$ cat src/hw/rtl/gccc_ram.sv
// Generic single-port-write, single-port-read RAM with registered read data.
// Standalone; no package needed.
`default_nettype none

module gccc_ram #(
	parameter int unsigned WIDTH = 1,
	parameter int unsigned DEPTH = 16,
	localparam int unsigned AW = (DEPTH > 1) ? $clog2(DEPTH) : 1
) (
	input  wire logic             clk,
	input  wire logic             we,
	input  wire logic [AW-1:0]    waddr,
	input  wire logic [WIDTH-1:0] wdata,
	input  wire logic             re,
	input  wire logic [AW-1:0]    raddr,
	output logic      [WIDTH-1:0] rdata
);

	logic [WIDTH-1:0] mem [DEPTH];

	// write port
	always_ff @(posedge clk) begin
		if (we) begin
			mem[waddr] <= wdata;
		end
	end

	// registered read port
	always_ff @(posedge clk) begin
		if (re) begin
			rdata <= mem[raddr];
		end
	end

endmodule

`default_nettype wire

$ cat config.mk
export PLATFORM = sky130hd
export DESIGN_NAME = gccc_ram
export DESIGN_NICKNAME = d
export VERILOG_FILES = /design/src/hw/rtl/gccc_ram.sv
export SDC_FILE = /design/constraint.sdc
export NUM_CORES = 1
export LEC_CHECK = 0
export ABC_CLOCK_PERIOD_IN_PS = 1250
export BUFFER_PORTS_ARGS = -buffer_cell sky130_fd_sc_hd__buf_4
export CORE_MARGIN = 2
export CORE_UTILIZATION = 45
export DETAILED_ROUTE_END_ITERATION = 8
export HOLD_SLACK_MARGIN = 0.02
export PLACE_DENSITY = 0.69
export SYNTH_ARGS = -nofsm -noshare
export SYNTH_HDL_FRONTEND = slang
export SYNTH_SLANG_ARGS = --single-unit
$ cat constraint.sdc
create_clock -name clk -period 1.25 [get_ports clk]
set_clock_uncertainty 0.1 [all_clocks]
set_input_delay 0.25 -clock clk [delete_from_list [all_inputs] [get_ports clk]]
set_output_delay 0.25 -clock clk [all_outputs]
set_load 0.02 [all_outputs]
==> run_results.csv, run 1 <==
group,metric,value,unit
global_route,grt.overflow.total,0,
yosys,yosysMostFrequentCell,"edfxtp_1",
drt,drc,0,
clocking,cts.sinks,17,
yosys,syn-num-nets,59,
cells_and_area,n_antenna_cell,0,
worst_hold_path,hold_end,"rdata",
drt,first_iter_violations,12,
yosys,ys_seq_area_frac,0.675,
global_route,grt_max_degree,17,
yosys,synth_common_cells,"edfxtp_1 (17), nor2_1 (12), mux4_1 (4), nor3_1 (4), mux2i_1 (3)",
critical_path,worstSetupStartpointType,"register",
sta,finalCriticalPeriod,1410,ps
place,place_inst,77,
floorplanning,die_area,2020,µm²
yosys,synth_top_area_share,0.675,
floorplanning,pin_count,13,
cells_and_area,nNetsFinal,78,
power,powerDensity,1150,nW/µm²
clocking,h-tree-depth,1,
drt,wl_per_cell,14.7,µm
yosys,yosys_warnings,0,
drt,via_per_inst,5.53,
place,place.gp.congestion,0.719,
floorplanning,initial_core_util,0.490,
flow_run,maxCapViolCount,0,
power,combPwrFrac,0.103,
global_route,track_usage,0.148,
yosys,synth-seq-cells,17,
critical_path,r2r-start,"mem[10]",
sta,finalHoldViolations,0,
worst_hold_path,holdPathStages,1,
power,p_int,0.000822,W
critical_path,rrSetupSlack,-160,ps
critical_path,r2r_end,"rdata",
worst_hold_path,holdCritStartpoint,"re",
power,switching_share,0.202,
yosys,netlist_instances,47,
critical_path,critical-path-slowest-cell,"mux4_2",
floorplanning,die_w,45.0,µm
critical_path,critPathArrivalTime,1350,ps
place,dpl.hpwl,937,µm
power,clkPwrFrac,0.271,
yosys,yosysTopAreaCell,"edfxtp_1",
place,place_ws,-213,ps
critical_path,path_cells,"mux4_2 -> mux2i_1 -> mux2i_1",
place,portBuffers,12,
sta,fin_ws,-165,ps
drt,routed_wl,1.19,mm
cells_and_area,fillers,128,
sta,hold_ws,65.0,ps
clocking,tritoncts,"done",
yosys,ys.flop_type,"edfxtp_1",
clocking,cts_buffer_depth,2,
critical_path,crit_type,"register to register",
global_route,antenna_found_initial,0,
sta,finalMaxSlewViolations,0,
clocking,clk_pin_slew,90,ps
power,power.leakage,0.314,nW
run_status,violations,"negative setup slack",
cells_and_area,area_growth,19.0,%
sta,tightest_slew,191,ps
critical_path,crit_top_cell,"mux2i_1",
critical_path,reg2reg_depth,3,
floorplanning,core,1540,µm²
floorplanning,dieHeight,45.0,µm
clocking,clockRootBuffer,"clkbuf_4",
yosys,async_flop_share,0,
yosys,ys_top_cells_by_area,"edfxtp_1 (68%), mux4_1 (14%), nor2_1 (6.0%)",
worst_hold_path,hp-class,"input port to register",
floorplanning,num_rows,14,
critical_path,required,1180,ps
drt,num_vias,448,
drt,dr.pass1.iters,4,
cells_and_area,layout.cells.non_filler,81,
sta,slew_headroom,0.872,
cells_and_area,drive_gt1_frac,0.354,
yosys,synthDistinctLibCells,10,
yosys,synth_edf_count,17,
clocking,clk_latency,280,ps
sta,setup_viol,1,
run_status,run_status,"complete, but fails checks",
yosys,syn_area,756,µm²
yosys,avgSynthCellArea,16.1,µm²
sta,rsz0062_at_grt,"yes",
cells_and_area,multi_input_area,238,µm²
global_route,grt_pass1_vias,455,
sta,fin_tns_setup,-165,ps
cells_and_area,seqCellArea,510,µm²
drt,ant_nets,0,
global_route,grt_pass1_wl,1.97,mm
sta,fmax,0.707,GHz
critical_path,cp_slowest_stage_delay,460,ps
power,p_sw,0.000209,W
sta,final.period_utilization,1.13,
power,power.total,0.00103,W
critical_path,worstPathMaxFanout,1,
power,seq_power_share,0.625,
critical_path,crit_path_end_kind,"register",
clocking,cts_inserted_buffers,3,
power,ir_drop,0.000755,V
==> layer usage <==
| layer | GRT usage | wire length [µm] | up-vias |
|---|---|---|---|
| met4 | 0.0706 | 18 | 0 |
| met3 | 0.0480 | 79 | 2 |
| met5 | 0 | 0 | - |
| li1 | - | - | 217 |
| met1 | 0.151 | 477 | 214 |
| met2 | 0.269 | 617 | 15 |
==> what timing repair did <==
action	CTS	global route
hold buffers	0	0
setup buffers	0	0
setup endpoints to repair	1	1
gates resized for setup	0	0
==> worst max-delay path: cells and delay by family, from the launching register on <==
family,cells,cell delay [ps]
flip-flops,1,390
multiplexers,3,680
==> cells by family (layout without fill, tap and decap cells) <==
| group | count (synthesis) | count (layout) | synth area share |
|---|---|---|---|
| flops | 17 | 17 | 0.675 |
| buf+inv | 0 | 18 | 0 |
| mux | 7 | 7 | 0.179 |
| simple gates | 23 | 23 | 0.146 |
==> power groups by stage <==
stage,clock network [W],logic [W],registers (W)
2_1_floorplan,0,0.0000423,0.000660
3_3_place_gp,0,0.000107,0.000658
3_5_place_dp,0,0.000108,0.000658
4_1_cts,0.000283,0.000108,0.000645
5_1_grt,0.000319,0.000117,0.000647
6_report,0.000280,0.000107,0.000645
==> layout make-up <==
class / instances / share of cell area
flip-flops and latches: 17 / 0.567
well taps: 16 / 0.0223
repair buffers: 14 / 0.117
clock buffers: 4 / 0.0292
multi-input cells: 30 / 0.264
==> cells in the final DEF (no fill, tap or decap) <==
master,Yosys,final
edfxtp_1,17,17
mux4_2,0,4
clkbuf_4,0,3
nand2b_1,2,2
clkbuf_1,0,1
nand2_1,1,1
mux2i_1,3,3
nand3b_1,2,2
nor3_1,4,3
nand3_1,1,1
nor2_1,12,12
nor3_2,0,1
buf_4,0,14
or3b_4,0,1
==> registers in the layout, indices dropped and copies added, names as in the netlist <==
register,cells
rdata,1
mem,16
==> stage by stage <==
step / cell area, µm² / util
floorplan: 748 / -
global placement: 873 / 0.567
detailed placement: 873 / 0.567
CTS: 900 / 0.584
global route: 900 / 0.584
finish: 900 / 0.584
==> worst max path at each step <==
| stage | from | to |
|---|---|---|
| finish | mem[10] | rdata |
| CTS | mem[10] | rdata |
| global route | mem[10] | rdata |
| floorplan | mem[15] | rdata |
| global placement | raddr[0] | rdata |
| detailed placement | raddr[0] | rdata |
No activity file was read; power rests on OpenSTA's default activity.
==> run 2: changes to the inputs <==
Settings changed: RECOVER_POWER from default to 100.
==> run 2 against run 1 <==
  * The flow still finishes with violations (negative setup slack)
  * Final cell count is the same
  * Register-to-register slack is essentially flat
  * Count of clock-buffer cells in the layout is the same
  * Flip-flop and latch count is the same
  * Non-clock buffer count is the same
  * Largest power group unchanged
  * Hold slack gained 24 ps
  * Highest routed layer unchanged
  * Largest cell class unchanged
==> run_results.csv, run 2 (same netlist as run 1, synthesis figures left out) <==
group,metric,value,unit
run_status,run_status,"complete, but fails checks",
run_status,violations,"negative setup slack",
sta,finalCriticalPeriod,1410,ps
worst_hold_path,holdPathStages,1,
place,postPlaceCellArea,873,µm²
floorplanning,core,1540,µm²
global_route,grt_pass1_vias,455,
power,p_int,0.000817,W
power,combPwrFrac,0.098,
flow_run,maxCapViolCount,0,
clocking,h-tree-depth,1,
clocking,clk_latency,280,ps
clocking,clk_pin_slew,90,ps
place,portBuffers,12,
critical_path,crit_path_end_kind,"register",
clocking,ctsHoldBuffers,0,
sta,finalHoldViolations,0,
critical_path,critPathArrivalTime,1350,ps
drt,wl_per_cell,14.9,µm
critical_path,worstPathMaxFanout,1,
sta,fin_ws,-165,ps
floorplanning,num_rows,14,
drt,via_per_inst,5.60,
sta,final.period_utilization,1.13,
clocking,clockRootBuffer,"clkbuf_4",
floorplanning,initial_core_util,0.490,
place,dpl.hpwl,937,µm
critical_path,required,1180,ps
power,p_sw,0.000208,W
critical_path,crit_type,"register to register",
clocking,cts_inserted_buffers,3,
cells_and_area,area_growth,16.7,%
clocking,cts_buffer_depth,2,
cells_and_area,final_core_util,0.572,
cells_and_area,final_area,882,µm²
cells_and_area,top_register,"mem",
floorplanning,die_area,2020,µm²
clocking,tritoncts,"done",
global_route,grt_max_degree,17,
power,clkPwrFrac,0.273,
power,switching_share,0.203,
power,power.leakage,0.304,nW
clocking,cts_setup_buffers,0,
sta,tightest_slew,578,ps
drt,drc,0,
worst_hold_path,hp-class,"input port to register",
sta,fmax,0.707,GHz
global_route,track_usage,0.148,
floorplanning,dieHeight,45.0,µm
cells_and_area,reg_top3,"mem x16, rdata x1",
cells_and_area,drive_gt1_frac,0.292,
drt,routed_wl,1.21,mm
drt,num_vias,454,
floorplanning,pin_count,13,
drt,dr.pass1.iters,4,
cells_and_area,largest_reg_flops,16,
global_route,grt_pass1_wl,1.97,mm
cells_and_area,final_common_cell,"edfxtp_1",
power,powerDensity,1160,nW/µm²
global_route,grt.overflow.total,0,
drt,ant_nets,0,
sta,finalMaxSlewViolations,0,
power,seq_power_share,0.629,
floorplanning,die_w,45.0,µm
drt,first_iter_violations,12,
cells_and_area,n_antenna_cell,0,
critical_path,worstSetupStartpointType,"register",
global_route,antenna_found_initial,0,
place,place.gp.congestion,0.719,
sta,slew_headroom,0.615,
critical_path,reg2reg_depth,3,
clocking,cts.sinks,17,
sta,rsz0062_at_grt,"yes",
cells_and_area,nNetsFinal,78,
sta,setup_viol,1,
cells_and_area,final_cell_mix,"edfxtp_1 (17), nor2_1 (12), buf_4 (10)",
power,ir_drop,0.000731,V
==> run 2: cell types whose count changed in the layout (fill, tap and decap cells not counted) <==
cell and delta:
or3b_4 -1, buf_4 -4, nor3_1 +1, clkbuf_4 +1, or3b_1 +1, nor3_2 -1
clkbuf_1 +2, buf_2 +1
==> run 2: per-layer routing <==
layer / vias to the layer above / global-route usage / part of all wire
met5: - / 0 / 0
met4: 0 / 0.0706 / 0.015
met3: 2 / 0.0480 / 0.060
met2: 19 / 0.269 / 0.51
met1: 214 / 0.151 / 0.41
li1: 219 / - / -
==> run 2: metrics by stage <==
step                total power (W)  setup TNS (ps)  cells  setup slack (ps)  hold WS (ps)
detailed placement         0.000767            -529     77              -213           354
CTS                         0.00104            -185     81              -185          66.5
floorplan                  0.000703           -93.3     47             -93.3           249
global route                0.00108            -247     81              -247          77.2
finish                      0.00103            -165     81              -165          89.0
global placement           0.000765            -468     77              -197           350
==> run 2: power groups by stage <==
stage | sequential (W) | combinational [W] | clock (W)
global route | 0.000647 | 0.000110 | 0.000319
floorplan | 0.000660 | 0.0000423 | 0
finish | 0.000645 | 0.000100 | 0.000280
global placement | 0.000658 | 0.000107 | 0
CTS | 0.000645 | 0.000108 | 0.000283
detailed placement | 0.000658 | 0.000108 | 0
==> run 2: final timing paths <==
check | start | end | slack (ps)
worst max register to register | mem[10] | rdata | -160
worst max-delay path | mem[10] | rdata | -160
worst min register to register | mem[3] | rdata | 750
worst min-delay path | re | rdata | 90
==> run 2: layout make-up <==
| cell class | instances | area [µm²] |
|---|---|---|
| clock buffers | 4 | 26.3 |
| well taps | 16 | 20.0 |
| multi-input cells | 30 | 230 |
| fillers | 135 | 659 |
| repair buffers | 14 | 95.1 |
| flip-flops and latches | 17 | 510 |
==> run 2: critical path: stages (launching register included) <==
cell and delay [ps]:
edfxtp_1 390, mux4_2 460, mux2i_1 140, mux2i_1 80
==> run 2: what timing repair did <==
| item | in CTS | in global routing |
|---|---|---|
| endpoints found under the setup margin | 1 | 1 |
| resized for setup | 0 | 0 |
| endpoints found under the hold margin | 0 | 0 |
| gates cloned | 0 | 0 |
