**config.mk**
```make
export PLATFORM = sky130hd
export DESIGN_NAME = gccc_chip_mod
export DESIGN_NICKNAME = d
export VERILOG_FILES = /design/src/hw/rtl/gccc_pkg.sv /design/src/hw/rtl/gccc_chip_mod.sv
export SDC_FILE = /design/constraint.sdc
export NUM_CORES = 1
export LEC_CHECK = 0
export BUFFER_PORTS_ARGS = -buffer_cell sky130_fd_sc_hd__buf_2
export CORE_MARGIN = 1
export CORE_UTILIZATION = 45
export DETAILED_ROUTE_END_ITERATION = 10
export SLEW_MARGIN = 25
export SYNTH_ARGS = -nofsm -noshare
export SYNTH_HDL_FRONTEND = slang
export SYNTH_SLANG_ARGS = --single-unit
```
**constraint.sdc**
```tcl
create_clock -name clk -period 6.15 [get_ports clk]
set_input_delay 0.615 -clock clk [delete_from_list [all_inputs] [get_ports clk]]
set_output_delay 0.615 -clock clk [all_outputs]
set_load 0.05 [all_outputs]
```
**src/hw/rtl/gccc_pkg.sv**
```systemverilog
// Shared types, widths, codes and lookup tables of the correlator channel.
// No dependencies; used by the chip-index unit and the top level.
`default_nettype none

package gccc_pkg;

	// Default spreading code length in chips
	localparam int unsigned CODE_LENGTH_DEF = 10230;
	// Entries of the carrier sine/cosine tables
	localparam int unsigned PHASE_TABLE_SIZE = 16;
	localparam int unsigned TRIG_IDX_W = $clog2(PHASE_TABLE_SIZE);

	// Word field widths
	localparam int unsigned SAMPLE_W    = 4;
	localparam int unsigned CHIP_ADDR_W = 14;
	localparam int unsigned ACC_W       = 32;
	localparam int unsigned EPOCH_W     = 17;
	localparam int unsigned IN_TDATA_W  = 24;
	localparam int unsigned OUT_TDATA_W = 152;

	// Register widths
	localparam int unsigned ADC_W      = 2;
	localparam int unsigned GEO_W      = 2;
	localparam int unsigned CARR_W     = 30;
	localparam int unsigned CODE_W     = 63;
	localparam int unsigned SPACING_W  = 5;
	localparam int unsigned CFG_IDX_W  = 3;
	localparam int unsigned CFG_DATA_W = 63;
	localparam logic [SPACING_W-1:0] SPACING_RST = 5'd16;

	// Code NCO: 64-bit phase, upper word counts 1/256 chip
	localparam int unsigned PHASE_W    = 64;
	localparam int unsigned HI_W       = 32;
	localparam int unsigned FRAC_BITS  = 8;
	localparam int unsigned SUB_W      = 5;	// 1/32 chip position inside a chip
	localparam int unsigned CHIP_IDX_W = HI_W - FRAC_BITS;

	// Reciprocal scaling of the chip-index reduction
	localparam int unsigned RECIP_SHIFT = 34;

	// Epoch counter limits
	localparam int unsigned EPOCH_LO_W   = 6;
	localparam logic [EPOCH_LO_W-1:0] LO_LIMIT_2MS = 6'd2;
	localparam logic [EPOCH_LO_W-1:0] LO_LIMIT_1MS = 6'd20;
	localparam logic [9:0] HI_LIMIT_2MS = 10'd500;
	localparam logic [6:0] HI_LIMIT_1MS = 7'd50;

	// Item kinds carried in tuser
	typedef enum logic {
		CMD_SAMPLE = 1'b0,
		CMD_CHIP   = 1'b1
	} cmd_t;

	// Register indexes
	typedef enum logic [CFG_IDX_W-1:0] {
		REG_ENABLE  = 3'd0,
		REG_ADC     = 3'd1,
		REG_GEO     = 3'd2,
		REG_CARRIER = 3'd3,
		REG_CODE    = 3'd4,
		REG_SPACING = 3'd5
	} cfg_idx_t;

	// Sample quantizer modes
	localparam logic [ADC_W-1:0] ADC_ONE_BIT = 2'd0;
	localparam logic [ADC_W-1:0] ADC_TWO_BIT = 2'd1;

	// Epoch counting classes
	localparam logic [GEO_W-1:0] GEO_2MS = 2'd0;
	localparam logic [GEO_W-1:0] GEO_1MS = 2'd1;

	// Sine of the carrier phase sector center, scaled by 8
	function automatic logic signed [4:0] sin_lut(input logic [TRIG_IDX_W-1:0] idx);
		case (idx)
			4'd0:    return 5'sd2;
			4'd1:    return 5'sd5;
			4'd2:    return 5'sd7;
			4'd3:    return 5'sd8;
			4'd4:    return 5'sd8;
			4'd5:    return 5'sd7;
			4'd6:    return 5'sd5;
			4'd7:    return 5'sd2;
			4'd8:    return -5'sd2;
			4'd9:    return -5'sd5;
			4'd10:   return -5'sd7;
			4'd11:   return -5'sd8;
			4'd12:   return -5'sd8;
			4'd13:   return -5'sd7;
			4'd14:   return -5'sd5;
			default: return -5'sd2;
		endcase
	endfunction

	// Cosine of the carrier phase sector center, scaled by 8
	function automatic logic signed [4:0] cos_lut(input logic [TRIG_IDX_W-1:0] idx);
		case (idx)
			4'd0:    return 5'sd8;
			4'd1:    return 5'sd7;
			4'd2:    return 5'sd5;
			4'd3:    return 5'sd2;
			4'd4:    return -5'sd2;
			4'd5:    return -5'sd5;
			4'd6:    return -5'sd7;
			4'd7:    return -5'sd8;
			4'd8:    return -5'sd8;
			4'd9:    return -5'sd7;
			4'd10:   return -5'sd5;
			4'd11:   return -5'sd2;
			4'd12:   return 5'sd2;
			4'd13:   return 5'sd5;
			4'd14:   return 5'sd7;
			default: return 5'sd8;
		endcase
	endfunction

endpackage

`default_nettype wire

```
**src/hw/rtl/gccc_chip_mod.sv**
```systemverilog
// Three-stage reduction of a chip index modulo the code length
// (reciprocal multiply, back-multiply, one correcting subtract). Uses gccc_pkg.
`default_nettype none

module gccc_chip_mod import gccc_pkg::*; #(
	parameter int unsigned CODE_LENGTH = CODE_LENGTH_DEF,
	localparam int unsigned AW = $clog2(CODE_LENGTH)
) (
	input  wire logic                  clk,
	input  wire logic                  en,
	input  wire logic [CHIP_IDX_W-1:0] x,
	output logic      [AW-1:0]         rem
);

	localparam int unsigned RECIP_W = RECIP_SHIFT + 1 - $clog2(CODE_LENGTH);
	localparam int unsigned PROD_W  = CHIP_IDX_W + RECIP_W;
	localparam int unsigned QW      = PROD_W - RECIP_SHIFT;
	localparam logic [RECIP_W-1:0] RECIP = RECIP_W'((64'd1 << RECIP_SHIFT) / CODE_LENGTH);

	logic [PROD_W-1:0]     mult_s1;
	logic [CHIP_IDX_W-1:0] x_s1;
	logic [CHIP_IDX_W-1:0] back_s2;
	logic [CHIP_IDX_W-1:0] x_s2;
	logic [AW-1:0]         rem_s3;

	logic [QW-1:0]         quot;
	logic [CHIP_IDX_W-1:0] diff;
	logic [CHIP_IDX_W-1:0] fixed;

	// quotient estimate is exact or one short
	assign quot  = mult_s1[PROD_W-1:RECIP_SHIFT];
	assign diff  = x_s2 - back_s2;
	assign fixed = (diff >= CHIP_IDX_W'(CODE_LENGTH)) ? diff - CHIP_IDX_W'(CODE_LENGTH) : diff;

	always_ff @(posedge clk) begin
		if (en) begin
			mult_s1 <= PROD_W'(x) * PROD_W'(RECIP);
			x_s1    <= x;
			back_s2 <= CHIP_IDX_W'({{(CHIP_IDX_W-QW){1'b0}}, quot} * CHIP_IDX_W'(CODE_LENGTH));
			x_s2    <= x_s1;
			rem_s3  <= fixed[AW-1:0];
		end
	end

	assign rem = rem_s3;

endmodule

`default_nettype wire

```
==> metrics, run 1 <==
main flop type after synthesis=edfxtp_1; worst-skew pair later-pin latency=~360 ps; Worst R2R Path Depth=17; reg2reg end=back_s2[23]; CTS Buffer Depth=2; worst min path class=flop to flop; die area=approximately 28000 um^2; first-pass GRT wire length=about 42 mm; outcome=completed; Routed wire per std cell=between 10 and 15 um; Final Non-Filler Cells=between 1500 and 2000; Num CTS Buffers=9; max-slew violation count=0; Synth area leader=ha_1; Final ANT Viol Nets=0; WHS Path Cells=0; DR vias/cell=5.13; CTS tree=done; Die H=roughly 170 um; worst-case hold path end point=x_s2[5]; async set-reset flop share out of synthesis=0; # clock sinks=96; Yosys top cell area share=0.267; total core area=27000 um^2; Root Buffer Master=clkbuf_16; initial antenna violation count=0; Final period util=0.963; Worst Path Max Fanout=3; Via Count=between 8000 and 9000; Seq cells post-synth=96; layout cells sized above 1=0.112; Crit path required time=6310 ps; Port Buffer Count=39; relative slew slack=0.404; syn nets=approximately 1600; GRT busiest layer=met2; Initial Utilization=0.461; maximum capacitance violations=0; Mapped Cells=1203; grt ovf=0; number of global-route vias before repair=between 8000 and 9000; hold_buf cts=0; Post-synth EDFFs=96; met3 Use GR=0.0207; startpoint types=primary input; final setup violation count=0; Cell Area, Placed=13500 um^2; Cell Rows=60; drc violations=0; Hold Fails Final Rpt=0; Layout area overhead=11.2%; worst clock skew=between 10 and 15 ps; register area share after synthesis=0.231; met1 usage=0.233; Final Instance Area=around 14000 um^2; GR Layer Usage met2=0.343; Final nets=about 1700; Pre-Repair DR Iteration Count=6; Distinct cells, synth=63; # IOs=40; Slew @ Worst Pin=886 ps; Avg Inst Size Synth=around 10 um^2; HPWL Detailed=~22 mm; CTS clock-pin slew for the worst setup and hold paths=roughly 70 ps; Post-Syn Area=between 10000 and 15000 um^2; RePlAce Congestion=slightly below 0.9; Chip Width=between 150 and 200 um; drt total wl=~25 mm; Inst Count DP=~1600; largest net degree at the start of global routing=between 60 and 70; CP arrival=6080 ps; GRT Total Usage=0.186; min-delay src=mult_s1[5]; CP Class=primary input to flop; CP endpoint kind=flop; initial drt markers=404; H-tree depth=3; r2r setup slk=420 ps; FF-to-FF Start=mult_s1[36]; Fmax achieved=around 170 MHz; Period minus WS final=5920 ps; Yosys warning count=0; top cells by area, synth=ha_1 (27%), edfxtp_1 (23%), fa_1 (19%)
[synth_stat cells (4+ instances only)]
cell type / count
inv_1: 287
ha_1: 266
fa_1: 121
edfxtp_1: 96
a21oi_1: 42
nor2_1: 38
o21ai_0: 37
xnor2_1: 31
nand2_1: 21
a21o_1: 20
nor3_1: 19
nand3_1: 16
clkbuf_1: 13
xor2_1: 13
o211ai_1: 12
or2_2: 12
a31oi_1: 11
nand2b_1: 11
or3_1: 11
o21a_1: 10
and3_1: 9
a211o_1: 8
nand4_1: 8
a311oi_1: 7
nor2b_1: 7
and2_1: 6
nor4_1: 6
a211oi_1: 4
o21bai_1: 4
or4_1: 4
[through the flow]
stage / hold slack, ps / util / setup WS [ps] / TNS [ps]
finish: 421 / 0.513 / 230 / 0
global route: 427 / 0.513 / -35.2 / -35.2
CTS: 423 / 0.512 / 53.0 / 0
detailed placement: 405 / 0.500 / -303 / -454
global placement: 401 / 0.500 / -214 / -275
floorplan: 400 / - / 231 / 0
[cell usage in the layout, fill, tap and decap left out, types with 3 or more instances in the layout]
master,n
a211o_1,8
a211oi_1,4
a21o_1,20
a21oi_1,40
a221oi_1,3
a22oi_1,3
a311oi_1,6
a31o_2,3
a31oi_1,11
and2_1,6
and3_1,9
and4_1,3
buf_2,38
buf_4,69
clkbuf_16,9
edfxtp_1,96
fa_1,121
ha_1,266
inv_1,287
nand2_1,21
nand2b_1,11
nand3_1,16
nand4_1,8
nor2_1,38
nor2b_1,7
nor3_1,19
nor4_1,6
o2111a_1,3
o211ai_1,12
o21a_1,10
o21ai_0,35
o21bai_1,4
o22ai_1,3
or2_2,12
or3_1,11
or4_1,4
xnor2_1,31
xor2_1,13
[sequential cells by signal (all words and copies together), names as in the netlist]
register  count
back_s2      23
mult_s1      24
rem          14
x_s1         11
x_s2         24
[worst max-delay path, cell delays in order]
cell	delay (ps)
buf_2	110
buf_4	140
ha_1	310
inv_1	70
fa_1	510
inv_1	50
fa_1	470
fa_1	540
inv_1	50
fa_1	490
inv_1	40
ha_1	290
ha_1	290
ha_1	320
a21oi_2	160
o211ai_1	170
a311oi_2	330
buf_4	170
o211ai_1	120
a31oi_1	240
or4b_4	480
o311ai_0	110
[how the worst max path moves through the flow]
stage / cells past startpoint / slack (ps) / start / to
floorplan: 20 / 230 / x[6] / mult_s1[43]
global placement: 22 / -210 / x[7] / mult_s1[43]
detailed placement: 21 / -300 / x[8] / mult_s1[43]
CTS: 21 / 50 / x[8] / mult_s1[43]
global route: 24 / -40 / x[7] / mult_s1[43]
finish: 22 / 230 / x[3] / mult_s1[43]
[kinds of logic (layout without fill, tap and decap cells)]
kind of cell	after synthesis	count (layout)	synth area share
AOI/OAI and AO/OA	192	192	0.104
DFF	96	96	0.231
adders and majority gates	387	387	0.462
and+or+nand+nor	181	181	0.0788
xor gates and xnor gates	44	44	0.0309
other	0	1	0
muxes	2	2	0.00171
buffers and inverters	301	410	0.0913
[cell type report]
class	count	area (um^2)
multi-input cells	806	8450
clock buffers	9	225
inverters	287	1080
clock inverters	7	77.6
fillers	2478	13200
repair buffers	107	708
well taps	341	427
diodes	1	2.50
flip-flops and latches	96	2880
[per-layer routing]
metal / vias to the layer above / share of wire / routed length [um]
li1: 4325 / - / -
met1: 4067 / 0.45 / 11200
met2: 77 / 0.51 / 12600
met3: 20 / 0.017 / 429
met4: 0 / 0.015 / 381
met5: - / 0 / 0
[timing repair]
item,CTS,global route
setup buffers,0,1
hold endpoints to repair,0,0
resized for setup,0,6
endpoints found under the setup margin,0,3
Power of run 1 is left out: the tool's default activity adds up to more than one toggle a clock period on the data nets, which glitch-free logic cannot reach.
==> inputs of run 2 (changes only) <==
--- a/config.mk
+++ b/config.mk
@@ -7,8 +7,9 @@
 export LEC_CHECK = 0
 export BUFFER_PORTS_ARGS = -buffer_cell sky130_fd_sc_hd__buf_2
 export CORE_MARGIN = 1
-export CORE_UTILIZATION = 45
+export CORE_UTILIZATION = 59
 export DETAILED_ROUTE_END_ITERATION = 10
+export PLACE_DENSITY = 0.79
 export SLEW_MARGIN = 25
 export SYNTH_ARGS = -nofsm -noshare
 export SYNTH_HDL_FRONTEND = slang
==> metrics, run 2 (same netlist as run 1, synthesis figures left out) <==
initial antenna violation count=1; initial drt markers=between 500 and 600; drc violations=0; Initial Utilization=0.608; Final period util=0.986; Die H=between 100 and 150 um; min-delay src=mult_s1[5]; CTS tree=done; Num CTS Buffers=9; relative slew slack=0.395; grt ovf=0; Period minus WS final=~6100 ps; first-pass GRT wire length=between 40 and 50 mm; Via Count=slightly below 9000; Slew @ Worst Pin=908 ps; r2r setup slk=roughly 340 ps; CP Class=primary input to flop; die area=roughly 22000 um^2; GRT Total Usage=0.249; startpoint types=primary input; DR vias/cell=approximately 5.6; Final Non-Filler Cells=~1600; Root Buffer Master=clkbuf_16; Worst setup startpoint=x[7]; CP Depth=25; # clock sinks=96; number of global-route vias before repair=about 9200; Inst Count DP=roughly 1600; slowest cell delay on critical path=approximately 530 ps; worst min path class=flop to flop; worst-skew pair later-pin latency=approximately 340 ps; Worst Path Max Fanout=3; CP endpoint kind=flop; outcome=completed; total core area=between 20000 and 25000 um^2; WHS Path Cells=0; layout cells sized above 1=0.121; HPWL Detailed=around 22 mm; Pre-Repair DR Iteration Count=5; Port Buffer Count=39; worst clock skew=around 12 ps; Worst R2R Path Depth=17; Chip Width=about 150 um; CTS Buffer Depth=2; Hold Fails Final Rpt=0; Crit path required time=roughly 6200 ps; most frequent cells in the layout=inv_1 (286), ha_1 (254), fa_1 (118); largest net degree at the start of global routing=78; max-slew violation count=0; FF-to-FF Start=mult_s1[36]; Fmax achieved=165 MHz; final core utilization=0.677; Buf/Inv on CP=9; largest registers=mult_s1 x24, x_s2 x24, back_s2 x23; CP arrival=6140 ps; RePlAce Congestion=around 0.93; most common cell after layout, fill and taps aside=inv_1; Final nets=around 1700; Final ANT Viol Nets=0; delay-heaviest family, CP=adder cells; CTS clock-pin slew for the worst setup and hold paths=70 ps; Routed wire per std cell=approximately 17 um; H-tree depth=3; # IOs=40; final setup violation count=0; Layout area overhead=11.5%; maximum capacitance violations=0; drt total wl=approximately 26 mm; Slowest cell on crit path=fa_1; Cell Rows=between 50 and 60
==> run 2: cell types whose count changed in the layout (fill, tap and decap cells not counted), sizes merged <==
cell    previous run  this run
bufinv             0         2
buf              107        98
inv              289       291
clkinv             4         0
==> run 2: cell type report <==
class | count | area, um^2
multi-input combinational | 806 | 8610
fill | 1492 | 6610
sequential | 96 | 2880
inverter | 287 | 1080
timing repair buffer | 98 | 641
tap | 270 | 338
clock buffer | 9 | 225
clock inverter | 7 | 108
antenna | 1 | 2.50
==> run 2: path summary, 6_finish.rpt <==
path | endpoint
setup / recovery | mult_s1[43]
hold / removal | x_s2[5]
setup reg to reg | back_s2[23]
hold reg to reg | x_s2[5]
==> run 2: through the flow <==
step                hold slack, ps  setup slack [ps]  TNS [ps]  cell area, um^2
finish                         420              83.8         0            13900
global route                   435             -30.9     -30.9            13900
CTS                            421             0.290         0            13700
detailed placement             405              -511      -919            13400
global placement               400              -251      -265            13400
floorplan                      400               231         0            12500
==> run 2: per-layer routing <==
layer | vias to the layer above | wire, um | track usage
met5 | - | 0 | 0
met4 | 0 | 839 | 0.0948
met3 | 53 | 995 | 0.0366
met2 | 170 | 13600 | 0.451
met1 | 4287 | 10600 | 0.296
li1 | 4302 | - | -
==> run 2: repair_timing <==
action / in CTS / in global routing
hold buffers: 0 / 0
endpoints found under the setup margin: 1 / 4
pin swaps: 4 / 19
resized for setup: 3 / 27
setup buffers: 2 / 0
Power of run 2 is left out for the same reason.
==> inputs of run 3 (changes only) <==
--- a/config.mk
+++ b/config.mk
@@ -6,6 +6,7 @@
 export NUM_CORES = 1
 export LEC_CHECK = 0
 export BUFFER_PORTS_ARGS = -buffer_cell sky130_fd_sc_hd__buf_2
+export CORE_ASPECT_RATIO = 1.75
 export CORE_MARGIN = 1
 export CORE_UTILIZATION = 59
 export DETAILED_ROUTE_END_ITERATION = 10
==> metrics, run 3 (same netlist as run 1, synthesis figures left out) <==
hold_buf cts=0; CP arrival=approximately 6000 ps; CP Class=primary input to flop; RePlAce Congestion=between 0.9 and 1; GRT Total Usage=0.259; FF-to-FF Start=mult_s1[36]; Final ANT Viol Nets=0; H-tree depth=3; Pre-Repair DR Iteration Count=8; Via Count=~9000; met2 wire len=15.6 mm; Layout area overhead=10.3%; maximum capacitance violations=0; startpoint types=primary input; drt total wl=approximately 27 mm; final core utilization=0.662; r2r setup slk=about 320 ps; M1 wire length=~9.0 mm; total core area=a little over 20000 um^2; CTS clock-pin slew for the worst setup and hold paths=70 ps; Initial Utilization=0.600; relative slew slack=0.407; CTS Buffer Depth=2; Fmax achieved=between 150 and 200 MHz; Hold Fails Final Rpt=0; initial antenna violation count=0; # IOs=40; TNS Setup=0 ps; Die H=slightly below 200 um; Crit path required time=6250 ps; Num CTS Buffers=9; failing checks=design-rule violations; # clock sinks=96; die area=21700 um^2; final setup violation count=0; CP endpoint kind=flop; max-slew violation count=0; Final period util=0.967; largest net degree at the start of global routing=77; drc violations=3; HPWL Detailed=23.3 mm; worst clock skew=approximately 11 ps; worst min path class=flop to flop; antenna cells=0; min-delay src=mult_s1[9]; Final nets=about 1700; Routed wire per std cell=between 15 and 20 um; Cell Rows=70; initial drt markers=~330; layout cells sized above 1=0.113; first-pass GRT wire length=between 40 and 50 mm; Period minus WS final=5950 ps; CTS tree=done; Slew @ Worst Pin=between 800 and 900 ps; Worst setup startpoint=x[7]; Chip Width=112 um; Fillers=~1600; worst-skew pair later-pin latency=360 ps; DR vias/cell=around 5.8; met3 WL=between 400 and 500 um; most common cell after layout, fill and taps aside=inv_1; grt ovf=0; Root Buffer Master=clkbuf_16; number of global-route vias before repair=~9600; DR top layer=met4; outcome=finished, violations left; largest registers=mult_s1 x24, x_s2 x24, back_s2 x23; Port Buffer Count=39; hold_ws=roughly 420 ps; most frequent cells in the layout=inv_1 (287), ha_1 (264), fa_1 (121); Worst Path Max Fanout=3
==> run 3: changes by cell type in the layout (fill, tap and decap cells not counted), sizes merged <==
cell	previous run	this run
clkinvlp	1	3
diode	1	0
bufinv	2	0
buf	98	105
==> run 3: worst max-delay path, cell delays in order <==
cell	delay, ps
buf_2	130
ha_1	270
inv_1	60
fa_1	540
inv_1	60
fa_1	480
fa_1	550
inv_1	50
fa_1	490
inv_1	50
ha_1	300
ha_1	300
ha_1	300
a21o_1	180
a21oi_2	150
o211ai_1	140
a311oi_2	270
buf_4	170
o211ai_1	160
buf_4	180
buf_4	120
a31o_2	230
a21oi_1	180
xnor2_1	90
==> run 3: stage by stage <==
stage               setup slack [ps]  instance area, um^2  std cells
floorplan                        231                12500       1203
global route                   -47.3                13700       1562
detailed placement              -313                13400       1544
global placement                -206                13400       1544
CTS                             46.2                13700       1560
finish                           204                13700       1562
==> run 3: what timing repair did <==
item | 4_1_cts | 5_1_grt
resized for setup | 0 | 11
buffers inserted | 0 | 2
endpoints found under the setup margin | 0 | 4
==> run 3: final timing paths <==
path	end	cells past startpoint
max reg2reg	back_s2[23]	17
max	mult_s1[41]	24
min	x_s2[9]	0
min reg2reg	x_s2[9]	0
==> run 3: layer usage <==
layer  global-route usage  up-vias
met5                    0        -
met4                0.163        0
met3               0.0172       90
met2                0.533      178
met1                0.234     4407
li1                     -     4316
==> run 3: cell type report <==
type / instances / area (um^2) / share of cell area
clock buffers: 9 / 225 / 0.0164
clock inverters: 7 / 62.6 / 0.00455
inverters: 287 / 1080 / 0.0784
multi-input cells: 806 / 8480 / 0.617
flip-flops and latches: 96 / 2880 / 0.210
well taps: 252 / 315 / 0.0229
repair buffers: 105 / 693 / 0.0504
Power of run 3 is left out for the same reason.
